==> src/rtl/pts_sfq_pkg.sv <==
package pts_sfq_pkg;

    localparam int DEPTH      = 32;
    localparam int TAG_WIDTH  = 16;
    localparam int PTS_W      = 64;
    localparam int IO_TAG_W   = 16;
    localparam int LEVEL_W    = 6;
    localparam int CAP_W      = 6;
    localparam int KIND_W     = 2;
    localparam int AW         = $clog2(DEPTH);
    localparam int CW         = $clog2(DEPTH + 1);

    localparam logic [CAP_W-1:0] CAP_RESET = CAP_W'(30);

    // command codes
    localparam logic [KIND_W-1:0] KIND_PUSH         = 2'd0;
    localparam logic [KIND_W-1:0] KIND_POP          = 2'd1;
    localparam logic [KIND_W-1:0] KIND_CLEAR        = 2'd2;
    localparam logic [KIND_W-1:0] KIND_CLEAR_NONKEY = 2'd3;

    typedef struct packed {
        logic signed [PTS_W-1:0] pts;
        logic                    key;
        logic [TAG_WIDTH-1:0]    tag;
    } t_entry;

    localparam int ENTRY_W = $bits(t_entry);

    typedef struct packed {
        logic [KIND_W-1:0]       kind;
        logic signed [PTS_W-1:0] new_pts;
        logic                    key_frame;
        logic [IO_TAG_W-1:0]     frame_tag;
    } t_item;

    typedef struct packed {
        logic                    popped_valid;
        logic signed [PTS_W-1:0] popped_pts;
        logic                    popped_key;
        logic [IO_TAG_W-1:0]     popped_tag;
        logic                    evicted;
        logic [IO_TAG_W-1:0]     evicted_tag;
        logic                    empty_error;
        logic [LEVEL_W-1:0]      level;
        logic                    head_valid;
        logic signed [PTS_W-1:0] head_pts;
        logic                    head_key;
        logic [IO_TAG_W-1:0]     head_tag;
    } t_result;

    typedef struct packed {
        logic idle;
        logic done;
    } t_eng_stat;

endpackage

==> src/rtl/pts_sfq_if.sv <==
interface pts_sfq_item_if;
    logic                                         valid;
    logic                                         ready;
    logic [pts_sfq_pkg::KIND_W-1:0]               kind;
    logic signed [pts_sfq_pkg::PTS_W-1:0]         new_pts;
    logic                                         key_frame;
    logic [pts_sfq_pkg::IO_TAG_W-1:0]             frame_tag;

    modport source (output valid, kind, new_pts, key_frame, frame_tag, input ready);
    modport sink   (input valid, kind, new_pts, key_frame, frame_tag, output ready);
endinterface

interface pts_sfq_result_if;
    logic                                         valid;
    logic                                         ready;
    logic                                         popped_valid;
    logic signed [pts_sfq_pkg::PTS_W-1:0]         popped_pts;
    logic                                         popped_key;
    logic [pts_sfq_pkg::IO_TAG_W-1:0]             popped_tag;
    logic                                         evicted;
    logic [pts_sfq_pkg::IO_TAG_W-1:0]             evicted_tag;
    logic                                         empty_error;
    logic [pts_sfq_pkg::LEVEL_W-1:0]              level;
    logic                                         head_valid;
    logic signed [pts_sfq_pkg::PTS_W-1:0]         head_pts;
    logic                                         head_key;
    logic [pts_sfq_pkg::IO_TAG_W-1:0]             head_tag;

    modport source (output valid, popped_valid, popped_pts, popped_key, popped_tag,
                    evicted, evicted_tag, empty_error, level, head_valid, head_pts,
                    head_key, head_tag, input ready);
    modport sink   (input valid, popped_valid, popped_pts, popped_key, popped_tag,
                    evicted, evicted_tag, empty_error, level, head_valid, head_pts,
                    head_key, head_tag, output ready);
endinterface

interface pts_sfq_cfg_if;
    logic                               valid;
    logic                               ready;
    logic [pts_sfq_pkg::CAP_W-1:0]      capacity;

    modport source (output valid, capacity, input ready);
    modport sink   (input valid, capacity, output ready);
endinterface

==> src/rtl/pts_sfq_ram.sv <==
module pts_sfq_ram #(
    parameter int WIDTH = 8,
    parameter int DEPTH = 32
) (
    input  logic                     i_clk,
    input  logic                     i_we,
    input  logic [$clog2(DEPTH)-1:0] i_waddr,
    input  logic [WIDTH-1:0]         i_wdata,
    input  logic                     i_re,
    input  logic [$clog2(DEPTH)-1:0] i_raddr,
    output logic [WIDTH-1:0]         o_rdata
);

    logic [WIDTH-1:0] r_mem [DEPTH];
    logic [WIDTH-1:0] r_rdata;

    always_ff @(posedge i_clk) begin
        if (i_we) begin
            r_mem[i_waddr] <= i_wdata;
        end
        if (i_re) begin
            r_rdata <= r_mem[i_raddr];
        end
    end

    assign o_rdata = r_rdata;

endmodule

==> src/rtl/pts_sfq_engine.sv <==
module pts_sfq_engine (
    input  logic                          i_clk,
    input  logic                          i_rst_n,
    input  logic                          i_start,
    input  pts_sfq_pkg::t_item            i_item,
    input  logic [pts_sfq_pkg::CAP_W-1:0] i_capacity,
    input  logic                          i_take,
    output pts_sfq_pkg::t_eng_stat        o_stat,
    output pts_sfq_pkg::t_result          o_result
);

    localparam int DEPTH = pts_sfq_pkg::DEPTH;
    localparam int AW    = pts_sfq_pkg::AW;
    localparam int CW    = pts_sfq_pkg::CW;
    localparam int SW    = AW + 1;
    localparam int TW    = pts_sfq_pkg::TAG_WIDTH;
    localparam int OTW   = pts_sfq_pkg::IO_TAG_W;
    localparam int LW    = pts_sfq_pkg::LEVEL_W;
    localparam int EW    = pts_sfq_pkg::ENTRY_W;

    typedef enum logic [3:0] {
        S_IDLE, S_DISPATCH, S_EVICT_RD, S_INS_START, S_INS, S_INS_LAST,
        S_POP_RD, S_KEEP, S_HEAD, S_HEAD_RD, S_DONE
    } t_state;

    t_state                r_state, n_state;
    logic [pts_sfq_pkg::KIND_W-1:0] r_kind, n_kind;
    pts_sfq_pkg::t_entry   r_new, n_new;
    logic [AW-1:0]         r_head, n_head;
    logic [CW-1:0]         r_count, n_count;
    logic [CW-1:0]         r_k, n_k;
    logic [CW-1:0]         r_w, n_w;
    pts_sfq_pkg::t_result  r_res, n_res;

    logic                  ram_we, ram_re;
    logic [AW-1:0]         ram_waddr, ram_raddr;
    pts_sfq_pkg::t_entry   ram_wdata, ram_rdata;
    logic [EW-1:0]         ram_rbits;
    logic [CW-1:0]         eff_cap;

    // logical slot -> physical address, ring starting at r_head
    function automatic logic [AW-1:0] phys(input logic [AW-1:0] base,
                                           input logic [CW-1:0] off);
        logic [SW-1:0] s;
        s = SW'(base) + SW'(off);
        if (s >= SW'(DEPTH)) begin
            s = s - SW'(DEPTH);
        end
        return s[AW-1:0];
    endfunction

    pts_sfq_ram #(
        .WIDTH (EW),
        .DEPTH (DEPTH)
    ) u_ram (
        .i_clk   (i_clk),
        .i_we    (ram_we),
        .i_waddr (ram_waddr),
        .i_wdata (EW'(ram_wdata)),
        .i_re    (ram_re),
        .i_raddr (ram_raddr),
        .o_rdata (ram_rbits)
    );

    assign ram_rdata = pts_sfq_pkg::t_entry'(ram_rbits);

    // capacity clamped to 1..DEPTH
    always_comb begin
        if (i_capacity == '0) begin
            eff_cap = CW'(1);
        end else if (int'(i_capacity) > DEPTH) begin
            eff_cap = CW'(DEPTH);
        end else begin
            eff_cap = CW'(i_capacity);
        end
    end

    always_comb begin
        n_state   = r_state;
        n_kind    = r_kind;
        n_new     = r_new;
        n_head    = r_head;
        n_count   = r_count;
        n_k       = r_k;
        n_w       = r_w;
        n_res     = r_res;
        ram_we    = 1'b0;
        ram_waddr = phys(r_head, r_k + CW'(1));
        ram_wdata = r_new;
        ram_re    = 1'b0;
        ram_raddr = phys(r_head, '0);

        case (r_state)
            S_IDLE: begin
                if (i_start) begin
                    n_kind    = i_item.kind;
                    n_new.pts = i_item.new_pts;
                    n_new.key = i_item.key_frame;
                    n_new.tag = TW'(i_item.frame_tag);
                    n_res     = '0;
                    n_state   = S_DISPATCH;
                end
            end
            S_DISPATCH: begin
                case (r_kind)
                    pts_sfq_pkg::KIND_PUSH: begin
                        if (r_count >= eff_cap && r_count != '0) begin
                            ram_re  = 1'b1;
                            n_state = S_EVICT_RD;
                        end else begin
                            n_state = S_INS_START;
                        end
                    end
                    pts_sfq_pkg::KIND_POP: begin
                        if (r_count == '0) begin
                            n_res.empty_error = 1'b1;
                            n_state = S_HEAD;
                        end else begin
                            ram_re  = 1'b1;
                            n_state = S_POP_RD;
                        end
                    end
                    pts_sfq_pkg::KIND_CLEAR: begin
                        n_count = '0;
                        n_state = S_HEAD;
                    end
                    default: begin
                        n_k = '0;
                        n_w = '0;
                        if (r_count == '0) begin
                            n_state = S_HEAD;
                        end else begin
                            ram_re  = 1'b1;
                            n_state = S_KEEP;
                        end
                    end
                endcase
            end
            S_EVICT_RD: begin
                n_res.evicted     = 1'b1;
                n_res.evicted_tag = OTW'(ram_rdata.tag);
                n_head            = phys(r_head, CW'(1));
                n_count           = r_count - CW'(1);
                n_state           = S_INS_START;
            end
            S_INS_START: begin
                n_count = r_count + CW'(1);
                if (r_count == '0) begin
                    ram_we    = 1'b1;
                    ram_waddr = phys(r_head, '0);
                    n_state   = S_HEAD;
                end else begin
                    ram_re    = 1'b1;
                    ram_raddr = phys(r_head, r_count - CW'(1));
                    n_k       = r_count - CW'(1);
                    n_state   = S_INS;
                end
            end
            S_INS: begin
                // walk down from the tail, moving larger entries up one slot
                ram_we = 1'b1;
                if ($signed(r_new.pts) < $signed(ram_rdata.pts)) begin
                    ram_wdata = ram_rdata;
                    if (r_k == '0) begin
                        n_state = S_INS_LAST;
                    end else begin
                        ram_re    = 1'b1;
                        ram_raddr = phys(r_head, r_k - CW'(1));
                        n_k       = r_k - CW'(1);
                    end
                end else begin
                    n_state = S_HEAD;
                end
            end
            S_INS_LAST: begin
                ram_we    = 1'b1;
                ram_waddr = phys(r_head, '0);
                n_state   = S_HEAD;
            end
            S_POP_RD: begin
                n_res.popped_valid = 1'b1;
                n_res.popped_pts   = ram_rdata.pts;
                n_res.popped_key   = ram_rdata.key;
                n_res.popped_tag   = OTW'(ram_rdata.tag);
                n_head             = phys(r_head, CW'(1));
                n_count            = r_count - CW'(1);
                n_state            = S_HEAD;
            end
            S_KEEP: begin
                // compaction: read slot r_k, write key frames to slot r_w
                if (ram_rdata.key) begin
                    ram_we    = 1'b1;
                    ram_waddr = phys(r_head, r_w);
                    ram_wdata = ram_rdata;
                    n_w       = r_w + CW'(1);
                end
                if (r_k + CW'(1) == r_count) begin
                    n_count = n_w;
                    n_state = S_HEAD;
                end else begin
                    ram_re    = 1'b1;
                    ram_raddr = phys(r_head, r_k + CW'(1));
                    n_k       = r_k + CW'(1);
                end
            end
            S_HEAD: begin
                n_res.level = LW'(r_count);
                if (r_count == '0) begin
                    n_state = S_DONE;
                end else begin
                    ram_re  = 1'b1;
                    n_state = S_HEAD_RD;
                end
            end
            S_HEAD_RD: begin
                n_res.head_valid = 1'b1;
                n_res.head_pts   = ram_rdata.pts;
                n_res.head_key   = ram_rdata.key;
                n_res.head_tag   = OTW'(ram_rdata.tag);
                n_state          = S_DONE;
            end
            S_DONE: begin
                if (i_take) begin
                    n_state = S_IDLE;
                end
            end
            default: begin
                n_state = S_IDLE;
            end
        endcase
    end

    always_ff @(posedge i_clk) begin
        if (!i_rst_n) begin
            r_state <= S_IDLE;
            r_count <= '0;
            r_head  <= '0;
        end else begin
            r_state <= n_state;
            r_count <= n_count;
            r_head  <= n_head;
        end
        r_kind <= n_kind;
        r_new  <= n_new;
        r_k    <= n_k;
        r_w    <= n_w;
        r_res  <= n_res;
    end

    assign o_stat.idle = (r_state == S_IDLE);
    assign o_stat.done = (r_state == S_DONE);
    assign o_result    = r_res;

    a_count_bound: assert property (@(posedge i_clk) disable iff (!i_rst_n)
        int'(r_count) <= DEPTH)
        else $error("fill count above depth");

    a_no_rw_clash: assert property (@(posedge i_clk) disable iff (!i_rst_n)
        (ram_we && ram_re) |-> ram_waddr != ram_raddr)
        else $error("read and write of one slot in one cycle");

    a_ins_index: assert property (@(posedge i_clk) disable iff (!i_rst_n)
        (r_state == S_INS) |-> r_k < r_count)
        else $error("insert walk outside held entries");

    a_head_matches_level: assert property (@(posedge i_clk) disable iff (!i_rst_n)
        (r_state == S_DONE) |-> r_res.head_valid == (r_count != '0))
        else $error("head valid disagrees with fill level");

endmodule

==> src/rtl/pts_sorted_frame_queue_top.sv <==
// Sorted frame queue: holds up to DEPTH frame descriptors (timestamp, key
// flag, tag) in ascending timestamp order; equal timestamps keep arrival order.
//
// Channels:
//   i_item   - one command per transfer: push, pop, clear all, clear non-key.
//   o_result - exactly one result per command: popped frame, evicted tag,
//              empty error, fill level and the head after the command.
//   i_cfg    - capacity register; always ready, write it only when idle.
//
// Operation: one command at a time; the next one is taken in the cycle its
// result appears. A push walks down from the tail over each held entry with a
// larger timestamp, after evicting the head first if the queue is at capacity.
// Clear non-key reads every held entry once and writes back the key frames.
// One 1R1W RAM holds all entries, so a walk moves one entry a cycle.
//
// Reset: queue empty, capacity 30. No clearing pass; slots are read only
// after being written. A stalled o_result holds its transfer; the next
// command is still accepted and runs, then waits for the output register.
module pts_sorted_frame_queue_top (
    input  logic                    i_clk,
    input  logic                    i_rst_n,
    pts_sfq_item_if.sink            i_item,
    pts_sfq_result_if.source        o_result,
    pts_sfq_cfg_if.sink             i_cfg
);

    logic [pts_sfq_pkg::CAP_W-1:0] r_capacity;
    pts_sfq_pkg::t_item            item;
    pts_sfq_pkg::t_eng_stat        stat;
    pts_sfq_pkg::t_result          eng_res;
    pts_sfq_pkg::t_result          r_out;
    logic                          r_out_valid;
    logic                          take;

    assign item.kind      = i_item.kind;
    assign item.new_pts   = i_item.new_pts;
    assign item.key_frame = i_item.key_frame;
    assign item.frame_tag = i_item.frame_tag;

    // engine only takes a command when idle
    assign i_item.ready = stat.idle;
    assign i_cfg.ready  = 1'b1;

    // output register is free, or its transfer completes this cycle
    assign take = !r_out_valid || o_result.ready;

    pts_sfq_engine u_engine (
        .i_clk      (i_clk),
        .i_rst_n    (i_rst_n),
        .i_start    (i_item.valid && stat.idle),
        .i_item     (item),
        .i_capacity (r_capacity),
        .i_take     (take),
        .o_stat     (stat),
        .o_result   (eng_res)
    );

    always_ff @(posedge i_clk) begin
        if (!i_rst_n) begin
            r_capacity  <= pts_sfq_pkg::CAP_RESET;
            r_out_valid <= 1'b0;
        end else begin
            if (i_cfg.valid) begin
                r_capacity <= i_cfg.capacity;
            end
            if (stat.done && take) begin
                r_out_valid <= 1'b1;
            end else if (o_result.ready) begin
                r_out_valid <= 1'b0;
            end
        end
        if (stat.done && take) begin
            r_out <= eng_res;
        end
    end

    assign o_result.valid        = r_out_valid;
    assign o_result.popped_valid = r_out.popped_valid;
    assign o_result.popped_pts   = r_out.popped_pts;
    assign o_result.popped_key   = r_out.popped_key;
    assign o_result.popped_tag   = r_out.popped_tag;
    assign o_result.evicted      = r_out.evicted;
    assign o_result.evicted_tag  = r_out.evicted_tag;
    assign o_result.empty_error  = r_out.empty_error;
    assign o_result.level        = r_out.level;
    assign o_result.head_valid   = r_out.head_valid;
    assign o_result.head_pts     = r_out.head_pts;
    assign o_result.head_key     = r_out.head_key;
    assign o_result.head_tag     = r_out.head_tag;

endmodule
==> src/flat_wrapper.sv <==
// flat-port wrapper written by rule: the top's interface ports become plain ports
module pts_sorted_frame_queue_top_flat 
  (i_clk, i_rst_n, i_item_valid, i_item_kind, i_item_new_pts, i_item_key_frame, i_item_frame_tag, i_item_ready, o_result_valid, o_result_popped_valid, o_result_popped_pts, o_result_popped_key, o_result_popped_tag, o_result_evicted, o_result_evicted_tag, o_result_empty_error, o_result_level, o_result_head_valid, o_result_head_pts, o_result_head_key, o_result_head_tag, o_result_ready, i_cfg_valid, i_cfg_capacity, i_cfg_ready);
  pts_sfq_item_if i_item_i ();
  pts_sfq_result_if o_result_i ();
  pts_sfq_cfg_if i_cfg_i ();
  input  logic i_clk;
  input  logic i_rst_n;
  input wire logic [$bits(i_item_i.valid)-1:0] i_item_valid;
  input wire logic [$bits(i_item_i.kind)-1:0] i_item_kind;
  input wire logic [$bits(i_item_i.new_pts)-1:0] i_item_new_pts;
  input wire logic [$bits(i_item_i.key_frame)-1:0] i_item_key_frame;
  input wire logic [$bits(i_item_i.frame_tag)-1:0] i_item_frame_tag;
  output wire logic [$bits(i_item_i.ready)-1:0] i_item_ready;
  output wire logic [$bits(o_result_i.valid)-1:0] o_result_valid;
  output wire logic [$bits(o_result_i.popped_valid)-1:0] o_result_popped_valid;
  output wire logic [$bits(o_result_i.popped_pts)-1:0] o_result_popped_pts;
  output wire logic [$bits(o_result_i.popped_key)-1:0] o_result_popped_key;
  output wire logic [$bits(o_result_i.popped_tag)-1:0] o_result_popped_tag;
  output wire logic [$bits(o_result_i.evicted)-1:0] o_result_evicted;
  output wire logic [$bits(o_result_i.evicted_tag)-1:0] o_result_evicted_tag;
  output wire logic [$bits(o_result_i.empty_error)-1:0] o_result_empty_error;
  output wire logic [$bits(o_result_i.level)-1:0] o_result_level;
  output wire logic [$bits(o_result_i.head_valid)-1:0] o_result_head_valid;
  output wire logic [$bits(o_result_i.head_pts)-1:0] o_result_head_pts;
  output wire logic [$bits(o_result_i.head_key)-1:0] o_result_head_key;
  output wire logic [$bits(o_result_i.head_tag)-1:0] o_result_head_tag;
  input wire logic [$bits(o_result_i.ready)-1:0] o_result_ready;
  input wire logic [$bits(i_cfg_i.valid)-1:0] i_cfg_valid;
  input wire logic [$bits(i_cfg_i.capacity)-1:0] i_cfg_capacity;
  output wire logic [$bits(i_cfg_i.ready)-1:0] i_cfg_ready;
  assign i_item_i.valid = i_item_valid;
  assign i_item_i.kind = i_item_kind;
  assign i_item_i.new_pts = i_item_new_pts;
  assign i_item_i.key_frame = i_item_key_frame;
  assign i_item_i.frame_tag = i_item_frame_tag;
  assign i_item_ready = i_item_i.ready;
  assign o_result_valid = o_result_i.valid;
  assign o_result_popped_valid = o_result_i.popped_valid;
  assign o_result_popped_pts = o_result_i.popped_pts;
  assign o_result_popped_key = o_result_i.popped_key;
  assign o_result_popped_tag = o_result_i.popped_tag;
  assign o_result_evicted = o_result_i.evicted;
  assign o_result_evicted_tag = o_result_i.evicted_tag;
  assign o_result_empty_error = o_result_i.empty_error;
  assign o_result_level = o_result_i.level;
  assign o_result_head_valid = o_result_i.head_valid;
  assign o_result_head_pts = o_result_i.head_pts;
  assign o_result_head_key = o_result_i.head_key;
  assign o_result_head_tag = o_result_i.head_tag;
  assign o_result_i.ready = o_result_ready;
  assign i_cfg_i.valid = i_cfg_valid;
  assign i_cfg_i.capacity = i_cfg_capacity;
  assign i_cfg_ready = i_cfg_i.ready;
  pts_sorted_frame_queue_top u_core (.i_clk(i_clk), .i_rst_n(i_rst_n), .i_item(i_item_i), .o_result(o_result_i), .i_cfg(i_cfg_i));
endmodule
==> config.mk <==
export PLATFORM = sky130hd
export DESIGN_NAME = pts_sorted_frame_queue_top_flat
export DESIGN_NICKNAME = d
export VERILOG_FILES = /design/src/rtl/pts_sfq_pkg.sv /design/src/rtl/pts_sfq_if.sv /design/src/rtl/pts_sfq_ram.sv /design/src/rtl/pts_sfq_engine.sv /design/src/rtl/pts_sorted_frame_queue_top.sv /design/src/flat_wrapper.sv
export SDC_FILE = /design/constraint.sdc
export NUM_CORES = 2
export LEC_CHECK = 0
export BUFFER_PORTS_ARGS = -buffer_cell sky130_fd_sc_hd__buf_2
export CORE_MARGIN = 10
export CORE_UTILIZATION = 60
export CTS_BUF_LIST = sky130_fd_sc_hd__clkbuf_4 sky130_fd_sc_hd__clkbuf_8
export CTS_CLUSTER_SIZE = 28
export DETAILED_ROUTE_END_ITERATION = 7
export GPL_ROUTABILITY_DRIVEN = 0
export GPL_TIMING_DRIVEN = 0
export PLACE_DENSITY = 0.77
export SKIP_LAST_GASP = 1
export SYNTH_ARGS = -nofsm -noshare
export SYNTH_HDL_FRONTEND = slang
export SYNTH_SLANG_ARGS = --single-unit
export TNS_END_PERCENT = 30
==> constraint.sdc <==
create_clock -name i_clk -period 14.55 [get_ports i_clk]
set_input_delay 0.7275 -clock i_clk [delete_from_list [all_inputs] [get_ports i_clk]]
set_output_delay 0.7275 -clock i_clk [all_outputs]
set_load 0.01 [all_outputs]
==> impl_metrics.tcl <==
set metrics [dict create \
    clockRootBuffer "clkbuf_8" \
    portBuffers 282 \
    grtUsageMet2 0.492 \
    end_kind "flip-flop" \
    clk_latency_ns 1.19 \
    grt_use_met1 0.435 \
    grt_pass1_wl_um 529000 \
    use_met3 0.128 \
    slowest_stage "nor4_1" \
    grt_start_max_net_pins 51 \
    crit_fanout 10 \
    finalClockSkew_ns 0.133 \
    worstReg2RegEnd "u_core.u_engine.u_ram.o_rdata[75]" \
    drive_gt1_frac 0.213 \
    crit_cells 15 \
    io_pins 285 \
    clkSlewWorstSetupHoldPaths_ns 0.06 \
    wl_per_cell_um 35.7 \
    top_usage_layer "met2" \
    synth_fp_nets 6853 \
    initial_core_util 0.605 \
    nNetsFinal 7921 \
    status "finished with violations" \
    path_class "flip-flop to flip-flop" \
    total_power_mw 27.5 \
    rr_startpoint "u_core.u_engine.u_ram.o_rdata[80]" \
    dieArea_um2 225000 \
    drt_iter0_drc 13300 \
    cts_setup_buffers 0 \
    synth_area_um2 124000 \
    n_fill_cell 12100 \
    drv_cap 8 \
    seq_area_frac_synth 0.765 \
    grt_overflow 0 \
    path_cells "inv_1 -> ha_1 -> nand4_1 -> nor4_1 -> nand4_1 -> nor3_1 -> a2111o_1 -> nor2_1 -> a211oi_1 -> nand2_1 -> clkbuf_1 -> nand3_1 -> clkbuf_1 -> o22ai_1 -> nor4_1" \
    post-place-cells 9840 \
    worst_slew_pin_slew_ns 1.60 \
    stdcell_count 10800 \
    clockBufferDepth 4 \
    synth_edf_count 3144 \
    setup.worst_path.start "u_core.u_engine.u_ram.o_rdata[80]" \
    r2r_setup_slack_ns 4.27 \
    cts-buffers-inserted 484 \
    tritoncts "done" \
    yosysTopAreaCell "edfxtp_1" \
    synthArstFlopShare 0 \
    hold_violations 0 \
    num_vias 73200 \
    violations "design-rule violations, max-capacitance violations, max-slew violations" \
    cp.required_ns 15.31 \
    viasPerCell 6.78 \
    ys.flop_type "edfxtp_1" \
    critPathBufInv 3 \
    fmax_mhz 97.3 \
    slew_violations 97 \
    cp.arrival_ns 11.04 \
    endpoint "u_core.u_engine.u_ram.o_rdata[75]" \
    dieWidth_um 474 \
    synthCells 6663 \
    ant_nets 0 \
    coreArea_um2 205000 \
    grt_pass1_vias 71700 \
    ir_worst_vdd_uv 171 \
    synth_top_area_share 0.762 \
    slowest_delay_ns 1.20 \
    cts.sinks 3166 \
    grt_antenna_before_repair 21 \
    period_share 0.707 \
    startpoint_type "flip-flop" \
    setup-tns-final_ns 0 \
    slew_headroom -0.0663 \
    hp-start "o_result_ready" \
    yosysWarningCount 0 \
    wl_um 385000 \
    syn_avg_cell_area_um2 18.6 \
    cts_hold_buf 90 \
    die_h_um 474 \
    synth_seq_cells 3166 \
    syn_to_final_growth_pct 15.8 \
    yosys-top-cells-area "edfxtp_1 (76%), mux2i_1 (10%), mux4_2 (3.3%)" \
    rsz0062_at_grt "false" \
    cts-htree-levels 5 \
    drc 35 \
    place_hpwl_um 255000 \
    powerDensity_nw_per_um2 192 \
    reg2reg_depth 15 \
    finalSetupViolCount 0 \
    num_rows 166 \
    yosysUniqueCellTypes 75 \
    hold_class "input pin to flip-flop" \
    leakage_nw 52.6 \
    grt_use_total 0.335 \
    crit_family "simple AND/OR/NAND/NOR gates" \
    dr.pass1.iters 8 \
    cts.repair.resized 0 \
    finalCriticalPeriod_ns 10.28 \
]
-- final cells by class --
class | count | area (um2) | area share
Inverter | 86 | 328 | 0.00228
Clock inverter | 186 | 1120 | 0.00781
Sequential cell | 3166 | 94900 | 0.661
Buffer | 338 | 1800 | 0.0126
Tap cell | 2688 | 3360 | 0.0234
Multi-Input combinational cell | 3073 | 27500 | 0.192
Timing Repair Buffer | 582 | 6480 | 0.0452
Clock buffer | 657 | 8000 | 0.0557
Antenna cell | 16 | 40.0 | 0.000279
-- layout by cell type, fill, tap and decap left out, types with 18 or more instances in the layout --
cell / n
edfxtp_1: 3144
mux2i_1: 1284
clkbuf_8: 490
buf_2: 371
nand2_1: 298
o22ai_1: 203
mux4_2: 183
clkbuf_4: 168
buf_12: 128
clkinv_1: 127
nor2_1: 126
and2_1: 115
clkbuf_1: 112
ha_1: 92
a22oi_1: 91
dlygate4sd3_1: 90
buf_4: 89
inv_1: 85
a21oi_1: 75
nor4_1: 61
o21ai_2: 60
buf_8: 43
nand3_1: 39
clkinv_2: 37
nand4_1: 36
buf_1: 34
o21ai_0: 34
buf_16: 33
nor2_4: 32
a32oi_1: 27
and3_1: 23
xnor2_1: 22
dfxtp_1: 22
xor2_1: 20
nor3_1: 19
mux2_2: 18
-- through the flow --
stage               setup WS [ns]  cell area (um2)  hold slack (ns)   util
floorplan                    4.18           124000            0.400      -
global placement            -4.91           129000            0.402  0.628
detailed placement           5.18           133000            0.405  0.651
CTS                          5.09           143000           0.0618  0.700
global route                 4.66           143000            0.119  0.700
finish                       4.27           143000            0.114  0.700
-- metal layers --
layer / vias up / part of all wire / routed length, um
met5: - / 0.00017 / 67
met4: 10 / 0.064 / 24700
met3: 1309 / 0.16 / 62300
met2: 6758 / 0.43 / 167000
met1: 36300 / 0.34 / 131000
li1: 28800 / - / -
-- registers in the layout (all words and copies together), names as in the netlist, 2 cells and up --
| name | cells |
|---|---|
| u_core.u_engine.u_ram.r_mem | 2592 |
| u_core.u_engine.o_result | 188 |
| u_core.u_engine.r_new | 81 |
| u_core.u_engine.u_ram.o_rdata | 81 |
| u_core.o_result.head_pts | 64 |
| u_core.o_result.popped_pts | 64 |
| u_core.o_result.evicted_tag | 16 |
| u_core.o_result.head_tag | 16 |
| u_core.o_result.popped_tag | 16 |
| u_core.o_result.level | 6 |
| u_core.r_capacity | 6 |
| u_core.u_engine.r_count | 6 |
| u_core.u_engine.r_k | 6 |
| u_core.u_engine.r_w | 6 |
| u_core.u_engine.r_head | 5 |
| u_core.u_engine.r_state | 4 |
| u_core.u_engine.r_kind | 2 |
-- cell usage after synthesis, types with 86 or more instances --
cell / instances
clkbuf_1: 116
mux2i_1: 1284
o21ai_0: 97
o22ai_1: 203
mux4_2: 183
buf_4: 87
nand2_1: 299
and2_1: 115
edfxtp_1: 3144
buf_2: 87
inv_1: 86
nor2_1: 158
a22oi_1: 91
ha_1: 92
-- power by group --
part / switching, mW / total (mW) / internal, mW
Sequential: 0.323 / 12.0 / 11.7
Clock: 3.39 / 7.13 / 3.74
Combinational: 5.77 / 8.35 / 2.57
-- worst min path at each step --
stage | end | cells past startpoint
after CTS | u_core.o_result.valid | 3
after detailed placement | u_core.o_result.evicted_tag[12] | 0
after global routing | u_core.r_capacity[3] | 3
after floorplan | u_core.o_result.empty_error | 0
after global placement | u_core.o_result.popped_key | 0
final | u_core.o_result.valid | 3
-- worst min-delay path, cell delays in order --
cell and delay [ns]:
buf_2 0.08, nor2b_1 0.10, o21a_1 0.21
-- cells by family after synthesis --
kind of cell / synth area share
compound gates: 0.0345
xor+xnor: 0.00310
other cells: 0.0000303
mux: 0.139
fa+ha+maj: 0.00993
flops: 0.765
buf+inv: 0.0171
simple gates: 0.0314
No activity file was read; power rests on OpenSTA's default activity.
